## config.mk

```make
export PLATFORM = sky130hd
export DESIGN_NAME = field_path_tokenizer
export DESIGN_NICKNAME = d
export VERILOG_FILES = /design/src/fpt_pkg.sv /design/src/fpt_step.sv /design/src/field_path_tokenizer.sv
export SDC_FILE = /design/constraint.sdc
export NUM_CORES = 1
export LEC_CHECK = 0
export BUFFER_PORTS_ARGS = -buffer_cell sky130_fd_sc_hd__buf_2
export CAP_MARGIN = 20
export CORE_UTILIZATION = 35
export DETAILED_ROUTE_END_ITERATION = 8
export PLACE_DENSITY_LB_ADDON = 0.3
export SLEW_MARGIN = 10
export SYNTH_ARGS = -nofsm -noshare
export SYNTH_HDL_FRONTEND = slang
export SYNTH_SLANG_ARGS = --single-unit
export TNS_END_PERCENT = 30
```

## constraint.sdc

```tcl
create_clock -name clk -period 4.1 [get_ports clk]
set_clock_uncertainty 0.15 [all_clocks]
set_input_delay 0.615 -clock clk [delete_from_list [all_inputs] [get_ports clk]]
set_output_delay 0.615 -clock clk [all_outputs]
set_load 0.02 [all_outputs]
```

## src/fpt_pkg.sv

```systemverilog
// Package for the field path tokenizer: grammar phase codes, character
// constants, status codes and the per-item result record.
// No dependencies.
`default_nettype none

package fpt_pkg;

  typedef logic [2:0] phase_t;

  localparam phase_t PH_START      = 3'd0;
  localparam phase_t PH_AFTER_DOT  = 3'd1;
  localparam phase_t PH_IN_NAME    = 3'd2;
  localparam phase_t PH_IDX_FIRST  = 3'd3;
  localparam phase_t PH_IDX_DIGITS = 3'd4;
  localparam phase_t PH_BETWEEN    = 3'd5;
  localparam phase_t PH_SWALLOW    = 3'd6;

  typedef logic [1:0] status_t;

  localparam status_t ST_BUSY   = 2'd0;
  localparam status_t ST_ACCEPT = 2'd1;
  localparam status_t ST_REJECT = 2'd2;

  localparam logic [7:0] CH_DOT   = 8'h2E;
  localparam logic [7:0] CH_LBRK  = 8'h5B;
  localparam logic [7:0] CH_RBRK  = 8'h5D;
  localparam logic [7:0] CH_UNDER = 8'h5F;
  localparam logic [7:0] CH_ZERO  = 8'h30;

  localparam int OUT_DATA_W = 48;

  typedef struct packed {
    logic        name_char_valid;
    logic [7:0]  name_char;
    logic        name_done;
    logic        index_done;
    logic [31:0] index_value;
    status_t     status;
  } result_t;

endpackage

`default_nettype wire

```

## src/fpt_step.sv

```systemverilog
// Next-state and result logic for one path character of the tokenizer.
// Depends on fpt_pkg.
`default_nettype none

module fpt_step #(
  parameter int INDEX_WIDTH = 32
) (
  input  wire fpt_pkg::phase_t         phase,
  input  wire logic [INDEX_WIDTH-1:0]  accum,
  input  wire logic [7:0]              char_code,
  input  wire logic                    is_end,
  output fpt_pkg::phase_t              phase_nxt,
  output logic [INDEX_WIDTH-1:0]       accum_nxt,
  output fpt_pkg::result_t             res
);
  import fpt_pkg::*;

  localparam int PW = INDEX_WIDTH + 4;
  localparam int VW = (INDEX_WIDTH < 32) ? INDEX_WIDTH : 32;

  logic          is_letter;
  logic          is_digit;
  logic [3:0]    digit;
  logic [PW-1:0] acc_x10;
  logic          ovf;
  logic          reject;
  logic          accept;
  phase_t        ph_step;
  logic [INDEX_WIDTH-1:0] acc_step;

  assign is_letter = (char_code inside {[8'h41:8'h5A], [8'h61:8'h7A]});
  assign is_digit  = (char_code inside {[8'h30:8'h39]});
  assign digit     = 4'(char_code - CH_ZERO);
  assign acc_x10   = {1'b0, accum, 3'b000} + {3'b000, accum, 1'b0}
                   + {{(PW-4){1'b0}}, digit};
  assign ovf       = |acc_x10[PW-1:INDEX_WIDTH];

  always_comb begin
    res       = '0;
    reject    = 1'b0;
    accept    = 1'b0;
    ph_step   = phase;
    acc_step  = accum;
    case (phase)
      PH_START: begin
        if (is_end) begin
          accept = 1'b1;
        end else if (is_letter) begin
          res.name_char_valid = 1'b1;
          res.name_char       = char_code;
          ph_step             = PH_IN_NAME;
        end else if (char_code == CH_DOT) begin
          ph_step = PH_AFTER_DOT;
        end else if (char_code == CH_LBRK) begin
          ph_step = PH_IDX_FIRST;
        end else begin
          reject = 1'b1;
        end
      end
      PH_AFTER_DOT: begin
        if (!is_end && is_letter) begin
          res.name_char_valid = 1'b1;
          res.name_char       = char_code;
          ph_step             = PH_IN_NAME;
        end else begin
          reject = 1'b1;
        end
      end
      PH_IN_NAME: begin
        if (is_end) begin
          res.name_done = 1'b1;
          accept        = 1'b1;
        end else if (is_letter || is_digit || char_code == CH_UNDER) begin
          res.name_char_valid = 1'b1;
          res.name_char       = char_code;
        end else begin
          res.name_done = 1'b1;
          if (char_code == CH_DOT) begin
            ph_step = PH_AFTER_DOT;
          end else if (char_code == CH_LBRK) begin
            ph_step = PH_IDX_FIRST;
          end else begin
            reject = 1'b1;
          end
        end
      end
      PH_IDX_FIRST: begin
        if (!is_end && is_digit) begin
          acc_step = INDEX_WIDTH'(digit);
          ph_step  = PH_IDX_DIGITS;
        end else begin
          reject = 1'b1;
        end
      end
      PH_IDX_DIGITS: begin
        if (is_end) begin
          reject = 1'b1;
        end else if (is_digit) begin
          if (ovf) begin
            reject = 1'b1;
          end else begin
            acc_step = acc_x10[INDEX_WIDTH-1:0];
          end
        end else if (char_code == CH_RBRK && accum != '0) begin
          res.index_done  = 1'b1;
          res.index_value = 32'(accum[VW-1:0]);
          acc_step        = '0;
          ph_step         = PH_BETWEEN;
        end else begin
          reject = 1'b1;
        end
      end
      PH_BETWEEN: begin
        if (is_end) begin
          accept = 1'b1;
        end else if (char_code == CH_DOT) begin
          ph_step = PH_AFTER_DOT;
        end else if (char_code == CH_LBRK) begin
          ph_step = PH_IDX_FIRST;
        end else begin
          reject = 1'b1;
        end
      end
      default: begin
        res.status = ST_REJECT;
        if (is_end) begin
          ph_step  = PH_START;
          acc_step = '0;
        end
      end
    endcase

    phase_nxt = ph_step;
    accum_nxt = acc_step;
    if (reject) begin
      res.status = ST_REJECT;
      accum_nxt  = '0;
      phase_nxt  = is_end ? PH_START : PH_SWALLOW;
    end else if (accept) begin
      res.status = ST_ACCEPT;
      accum_nxt  = '0;
      phase_nxt  = PH_START;
    end
  end

endmodule

`default_nettype wire

```

## src/field_path_tokenizer.sv

```systemverilog
// Field path tokenizer top level: input register, grammar state, result register.
// Depends on fpt_pkg and fpt_step.
//
// Takes a path such as a.b[3].x_ one byte per request, closed by a request with
// in_tlast set, and returns one result per request. A request is held in the
// input register, then its result is written to the output register when the
// output is free; with out_tready held high one request is taken every cycle,
// as the grammar step and multiply-by-ten accumulate are combinational. Results
// show name characters, name and index completion, index values and the accept
// or reject status; after a reject every request up to the end reports reject.
`default_nettype none

module field_path_tokenizer #(
  parameter int INDEX_WIDTH = 32
) (
  input  wire logic        clk,
  input  wire logic        rst_n,
  input  wire logic        in_tvalid,
  output logic             in_tready,
  input  wire logic [7:0]  in_tdata,   // [7:0] char_code
  input  wire logic        in_tlast,   // is_end
  output logic             out_tvalid,
  input  wire logic        out_tready,
  // [0] name_char_valid, [8:1] name_char, [9] name_done, [10] index_done,
  // [42:11] index_value, [44:43] status, [47:45] zero
  output logic [fpt_pkg::OUT_DATA_W-1:0] out_tdata
);
  import fpt_pkg::*;

  logic                   in_v_r;
  logic [7:0]             in_char_r;
  logic                   in_end_r;
  logic                   out_v_r;
  result_t                res_r;
  phase_t                 phase_r;
  logic [INDEX_WIDTH-1:0] accum_r;

  phase_t                 phase_nxt;
  logic [INDEX_WIDTH-1:0] accum_nxt;
  result_t                res_nxt;
  logic                   advance;

  assign advance   = in_v_r && (!out_v_r || out_tready);
  assign in_tready = !in_v_r || advance;

  fpt_step #(.INDEX_WIDTH(INDEX_WIDTH)) u_step (
    .phase     (phase_r),
    .accum     (accum_r),
    .char_code (in_char_r),
    .is_end    (in_end_r),
    .phase_nxt (phase_nxt),
    .accum_nxt (accum_nxt),
    .res       (res_nxt)
  );

  always_ff @(posedge clk) begin
    if (!rst_n) begin
      in_v_r  <= 1'b0;
      out_v_r <= 1'b0;
      phase_r <= PH_START;
      accum_r <= '0;
    end else begin
      if (in_tready) begin
        in_v_r <= in_tvalid;
      end
      if (advance) begin
        out_v_r <= 1'b1;
        phase_r <= phase_nxt;
        accum_r <= accum_nxt;
      end else if (out_tready) begin
        out_v_r <= 1'b0;
      end
    end
  end

  always_ff @(posedge clk) begin
    if (in_tready && in_tvalid) begin
      in_char_r <= in_tdata;
      in_end_r  <= in_tlast;
    end
    if (advance) begin
      res_r <= res_nxt;
    end
  end

  assign out_tvalid = out_v_r;
  assign out_tdata  = {3'b000, res_r.status, res_r.index_value, res_r.index_done,
                       res_r.name_done, res_r.name_char, res_r.name_char_valid};

  a_end_restarts: assert property (@(posedge clk) disable iff (!rst_n)
    (advance && in_end_r) |=> (phase_r == PH_START && accum_r == '0))
    else $error("end of path did not return to start");

  a_accum_idle_zero: assert property (@(posedge clk) disable iff (!rst_n)
    (phase_r != PH_IDX_DIGITS) |-> (accum_r == '0))
    else $error("index accumulator not clear outside index digits");

  a_reject_swallows: assert property (@(posedge clk) disable iff (!rst_n)
    (advance && !in_end_r && res_nxt.status == ST_REJECT) |=> (phase_r == PH_SWALLOW))
    else $error("reject did not enter swallow");

  a_accept_on_end: assert property (@(posedge clk) disable iff (!rst_n)
    (advance && res_nxt.status == ST_ACCEPT) |-> in_end_r)
    else $error("accept without end of path");

endmodule

`default_nettype wire
```

==> impl_metrics.json, run 1 <==
{
  "status": "finished clean",
  "initial_core_util_pct": 36.05,
  "clk_root_buffer_cell": "clkbuf_16",
  "drtAntennaViolNets": 0,
  "holdBufCountCts": 0,
  "n_antenna_cell": 0,
  "synth_edf_count": 54,
  "period_needed_ns": 3.860,
  "postPlaceCellArea_sq_um": 6932,
  "fin_area_sq_um": 7337,
  "report.power.total_mw": 2.065,
  "drt-total-wl_um": 15010,
  "leakagePower_nw": 3.101,
  "place_congestion": 0.8464,
  "seq_power_share_pct": 48.9,
  "final_util_pct": 42.27,
  "p_clk_share_pct": 41.6,
  "max_slew_margin_pct": 32.94,
  "worst_slew_pin_slew_ns": 1.004,
  "die_area_sq_um": 18420,
  "hpwl_um": 10940,
  "crit_path_max_incr_delay_ns": 0.53,
  "ys_async_sr_fraction_pct": 0,
  "fin_ws_ns": 0.2404,
  "final_cells": 974,
  "fin_setup_tns_ns": 0,
  "dr.pass1.iters": 5,
  "hold_viol_final": 0,
  "hold_class": "in2reg",
  "cts.sink_count": 91,
  "max_freq_mhz": 259.1,
  "cts_tree": "done",
  "switching_share_pct": 27.05,
  "row_count": 48,
  "htreeDepth": 3,
  "post_drt_wl_per_cell_um": 15.41,
  "vias": 5134,
  "nets": 822,
  "ys_types": 63,
  "avgSynthCellArea_sq_um": 9.256,
  "core_area_sq_um": 17360,
  "drtIter0Drc": 282,
  "synthFlopType": "edfxtp_1",
  "fin_hold_ws_ns": 0.2686,
  "placed_cells": 955,
  "grt_first_pass_wirelength_um": 24360,
  "worstPathArrival_ns": 3.96,
  "vias_per_cell": 5.271,
  "pwr_density_cell_nw_per_um2": 281.5,
  "max-cap-violations": 0,
  "critPathLaunchType": "register",
  "p_comb_share_pct": 9.4,
  "die_height_um": 135.7,
  "required_ns": 4.20,
  "overflow": 0,
  "synthCells": 676,
  "dp_worst_setup_slack_ns": 0.007062,
  "vdd_drop_max_mv": 0.1908,
  "drc_errors": 0,
  "insertion_delay_ns": 0.37,
  "grt_pass1_vias": 4757,
  "io_buffers": 59,
  "synth-seq-cells": 91,
  "die_w_um": 135.7,
  "post-route-period-util_pct": 94.14,
  "grtUsageTotal_pct": 17.02,
  "end_kind": "register",
  "drive_above_1_share_pct": 15.89,
  "crit_slowest_cell": "fa_1",
  "antenna_found_initial": 0,
  "critPathKind": "reg2reg",
  "pin_count": 63,
  "yosysWarnings": 0,
  "cp_max_fo": 6,
  "internal_power_mw": 1.507,
  "grt_max_degree": 46,
  "rsz0062_at_grt": "no",
  "switching_power_uw": 558.8,
  "clk_pin_slew_ns": 0.08,
  "syn_to_final_growth_pct": 17.26,
  "ys_seq_area_share_pct": 37.75,
  "crit_path_cell_trace": "inv_1 > fa_1 > inv_1 > fa_2 > a211oi_2 > o21ai_2 > o211ai_1 > nand3_1 > a41oi_2 > mux2i_4 > buf_6 > o21ai_1 > o2bb2ai_4 > buf_12 > buf_12 > mux2i_2",
  "synth_area_sq_um": 6257,
  "finalSetupViolations": 0,
  "cts_made_buffers": 9,
  "report.final.slew_viol_count": 0,
  "clockBufferDepth": 2
}
-- cells in the mapped netlist (all sizes together), types with 4 or more instances --
cell type   n  area (sq um)
a211oi      8         60.06
a21o       12         90.09
a21oi      45         229.0
a31oi       4         25.02
and2       40         250.2
buf         8         55.05
clkbuf     22         83.83
dfxtp      37         740.7
edfxtp     54          1622
ha         63         788.3
inv        21         78.83
mux2i      34         344.1
nand2      94         352.8
nand3      19         95.09
nand3b      7         52.55
nand4      11         68.82
nor2       44         165.2
nor2b       4         25.02
nor3       16         80.08
nor4       13         96.34
o211ai      8         60.06
o21a        7         52.55
o21ai      27         135.1
o21bai      4         30.03
o31ai       5         47.54
xnor2      13         113.9
xor2       10         87.58
-- kinds of logic after synthesis --
family | Yosys count | share of synthesized area [%]
AOI/OAI and AO/OA | 151 | 16.40
adders and majority gates | 65 | 13.24
DFF | 91 | 37.75
and+or+nand+nor | 260 | 20.36
other | 1 | 0.05993
xor gates and xnor gates | 23 | 3.219
buffers and inverters | 51 | 3.479
muxes | 34 | 5.499
-- power by group through the flow --
stage / Clock (mW) / Combinational (mW) / Sequential [mW]
2_1_floorplan: 0 / 0.0930 / 1.06
3_3_place_gp: 0 / 0.176 / 1.03
3_5_place_dp: 0 / 0.176 / 1.03
4_1_cts: 0.875 / 0.190 / 1.01
5_1_grt: 0.912 / 0.209 / 1.01
6_report: 0.860 / 0.194 / 1.01
-- final cells by class --
cell class	count	area [sq um]
Clock buffer	9	225.2
Clock inverter	7	86.33
Fill cell	1758	10020
Inverter	21	78.83
Multi-Input combinational cell	537	3741
Sequential cell	91	2362
Tap cell	225	281.5
Timing Repair Buffer	84	561.8
-- layer usage --
| layer | GRT usage [%] | routed length, um | vias up |
|---|---|---|---|
| met1 | 22.83 | 7328 | 2408 |
| met5 | 0 | 0 | - |
| met4 | 6.242 | 296 | 0 |
| met3 | 3.367 | 475 | 22 |
| li1 | - | - | 2610 |
| met2 | 26.90 | 6913 | 94 |
-- state kept, by name (all words and copies together) (netlist names) --
name and count:
out_tdata 45, accum_r 32, in_char_r 8, phase_r 3, in_end_r 1, in_v_r 1
out_tvalid 1
-- timing repair --
item                                    CTS  global route
pin swaps                                 4             4
endpoints found under the setup margin    2            35
buffers inserted                          1             0
cloned                                    1             1
gates resized for setup                   3             4
-- critical path: cells and delay by family, from the launching register on --
family,cells,cell delay (ns)
simple gates,1,0.16
buf+inv,5,0.59
fa+ha+maj,2,0.90
compound gates,6,1.15
flops,1,0.36
mux,2,0.42
-- worst paths after layout --
path	start	endpoint	slack (ns)	cells after the start
worst min register to register	accum_r[26]	accum_r[26]	0.37	2
worst min-delay path	in_tdata[7]	in_char_r[7]	0.27	1
worst max-delay path	in_char_r[3]	accum_r[31]	0.24	16
worst max register to register	in_char_r[3]	accum_r[31]	0.24	16
-- cell usage in the layout, fill, tap and decap left out, types with 4 or more instances in the layout --
master     count
o21ai_0       23
nor3_1        16
nand3b_1       7
o211ai_1       8
xor2_1        10
a211oi_1       7
nand2_1       94
a21o_1        12
nor2_1        44
nand3_1       19
nand4_1       11
edfxtp_1      54
clkbuf_16     10
a21oi_1       44
o21a_1         7
nor4_1        11
a31oi_1        4
buf_4         19
o21bai_1       4
and2_1        40
nor2b_1        4
conb_1         4
dfxtp_1       37
xnor2_1       13
ha_1          62
mux2i_1       32
inv_1         20
buf_2         59
Note: power is estimated with default switching activity, not from simulation.
==> run 2: changes to the inputs <==
--- a/config.mk
+++ b/config.mk
@@ -7,6 +7,9 @@
 export LEC_CHECK = 0
 export BUFFER_PORTS_ARGS = -buffer_cell sky130_fd_sc_hd__buf_2
 export CAP_MARGIN = 20
+export CELL_PAD_IN_SITES_DETAIL_PLACEMENT = 0
+export CELL_PAD_IN_SITES_GLOBAL_PLACEMENT = 1
+export CORE_MARGIN = 10
 export CORE_UTILIZATION = 35
 export DETAILED_ROUTE_END_ITERATION = 8
 export PLACE_DENSITY_LB_ADDON = 0.3
==> impl_metrics.json, run 2 (synthesis results as in run 1) <==
{
  "vias": 5115,
  "initial_core_util_pct": 35.93,
  "io_buffers": 59,
  "min_to": "in_char_r[7]",
  "post_drt_wl_per_cell_um": 16.12,
  "placed_cells": 955,
  "antenna_found_initial": 0,
  "min_from": "in_tdata[7]",
  "drt-total-wl_um": 15760,
  "crit_slowest_cell": "fa_1",
  "required_ns": 4.23,
  "final_cell_mix": "nand2_1 (94), ha_1 (63), buf_2 (59)",
  "syn_to_final_growth_pct": 18.72,
  "hold_viol_final": 0,
  "cts.sink_count": 91,
  "critPathLaunchType": "register",
  "met2_length_um": 7450,
  "vias_per_cell": 5.230,
  "met1_length_um": 7421,
  "max_slew_margin_pct": 33.75,
  "drtIter0Drc": 298,
  "maxUsedRoutingLayer": "met4",
  "hpwl_um": 11760,
  "crit_path_max_incr_delay_ns": 0.53,
  "hold_class": "in2reg",
  "drive_above_1_share_pct": 16.87,
  "drtAntennaViolNets": 0,
  "cts_tree": "done",
  "clk_root_buffer_cell": "clkbuf_16",
  "r2r_start": "in_char_r[3]",
  "vdd_drop_max_mv": 0.2216,
  "worstRegToRegCells": 16,
  "critPathTopFamily": "compound AO/OA/AOI/OAI gates",
  "fin_setup_tns_ns": 0,
  "largest_reg_flops": 45,
  "place_congestion": 0.8763,
  "dr.pass1.iters": 4,
  "insertion_delay_ns": 0.35,
  "period_needed_ns": 3.873,
  "report.final.slew_viol_count": 0,
  "grt_first_pass_wirelength_um": 26480,
  "die_area_sq_um": 23630,
  "core_area_sq_um": 17420,
  "fin_area_sq_um": 7428,
  "grt_pass1_vias": 5244,
  "postPlaceCellArea_sq_um": 6944,
  "clockBufferDepth": 2,
  "drc_errors": 0,
  "grtUsageTotal_pct": 13.40,
  "die_height_um": 153.7,
  "post-route-period-util_pct": 94.47,
  "grt_max_degree": 46,
  "row_count": 48,
  "max_freq_mhz": 258.2,
  "max-cap-violations": 0,
  "final_common_cell": "nand2_1",
  "worst_slew_pin_slew_ns": 0.9922,
  "finalSetupViolations": 0,
  "overflow": 0,
  "leakagePower_nw": 3.134,
  "holdPathStages": 1,
  "die_w_um": 153.7,
  "nets": 826,
  "status": "finished clean",
  "crit_path_cell_trace": "inv_1 > fa_1 > inv_1 > fa_2 > a211oi_2 > o21ai_1 > o211ai_1 > nand3_1 > a41oi_2 > mux2i_4 > o31ai_1 > buf_4 > o2bb2ai_4 > buf_12 > buf_12 > mux2i_1",
  "cp_max_fo": 14,
  "route.met3.wl_um": 631,
  "rrSetupSlack_ns": 0.23,
  "fin_hold_ws_ns": 0.2896,
  "n_antenna_cell": 0,
  "clk_pin_slew_ns": 0.07,
  "rsz0062_at_grt": "no",
  "nFillCells": 1757,
  "worstPathArrival_ns": 4.00,
  "final_cells": 978,
  "worst-path-buf-inv": 5,
  "end_kind": "register",
  "critPathKind": "reg2reg",
  "pwr_density_cell_nw_per_um2": 285.5,
  "reg2reg_to": "accum_r[31]",
  "cts_made_buffers": 9,
  "htreeDepth": 3,
  "pin_count": 63
}
run 2: cell types whose count changed in the layout (fill, tap and decap cells not counted), sizes merged:
cell and delta:
buf +3, clkinvlp +1, bufinv +2, clkbuf +1, clkinv -4, inv +1
run 2: timing repair:
action | 4_1_cts | 5_1_grt
buffers inserted | 2 | 3
gates resized for setup | 0 | 13
pin swaps | 0 | 7
gates cloned | 0 | 2
hold buffers | 0 | 0
endpoints found under the setup margin | 1 | 35
run 2: how the worst max path moves through the flow:
| stage | depth (start not counted) | to | startpoint |
|---|---|---|---|
| finish | 16 | accum_r[31] | in_char_r[3] |
| detailed placement | 15 | accum_r[8] | in_char_r[3] |
| global placement | 15 | accum_r[10] | in_char_r[3] |
| CTS | 16 | accum_r[8] | in_char_r[3] |
| floorplan | 14 | accum_r[0] | in_char_r[3] |
| global route | 16 | accum_r[21] | in_char_r[3] |
run 2: cell type report:
class | instances | area (sq um) | area share (%)
Clock buffer | 9 | 225.2 | 3.032
Clock inverter | 7 | 98.84 | 1.331
Inverter | 21 | 78.83 | 1.061
Multi-Input combinational cell | 537 | 3784 | 50.93
Sequential cell | 91 | 2362 | 31.80
Tap cell | 225 | 281.5 | 3.790
Timing Repair Buffer | 88 | 598.1 | 8.051
run 2: metal layers:
metal  up-vias  GRT usage, %
li1       2621             -
met1      2395         16.34
met2        83         22.82
met3        16         2.734
met4         0         4.813
met5         -             0
run 2: where the power goes:
| group | internal, mW | switching (mW) | total [mW] |
|---|---|---|---|
| Combinational | 0.0788 | 0.120 | 0.199 |
| Clock | 0.539 | 0.372 | 0.911 |
| Sequential | 0.996 | 0.0149 | 1.01 |
run 2: per-stage QoR:
stage	setup WS [ns]	total power, mW	util [%]
2_1_floorplan	0.03057	1.149	-
3_3_place_gp	0.1291	1.211	39.87
3_5_place_dp	0.005214	1.214	39.87
4_1_cts	0.04366	2.129	41.82
5_1_grt	0.002114	2.200	42.65
6_report	0.2268	2.121	42.65
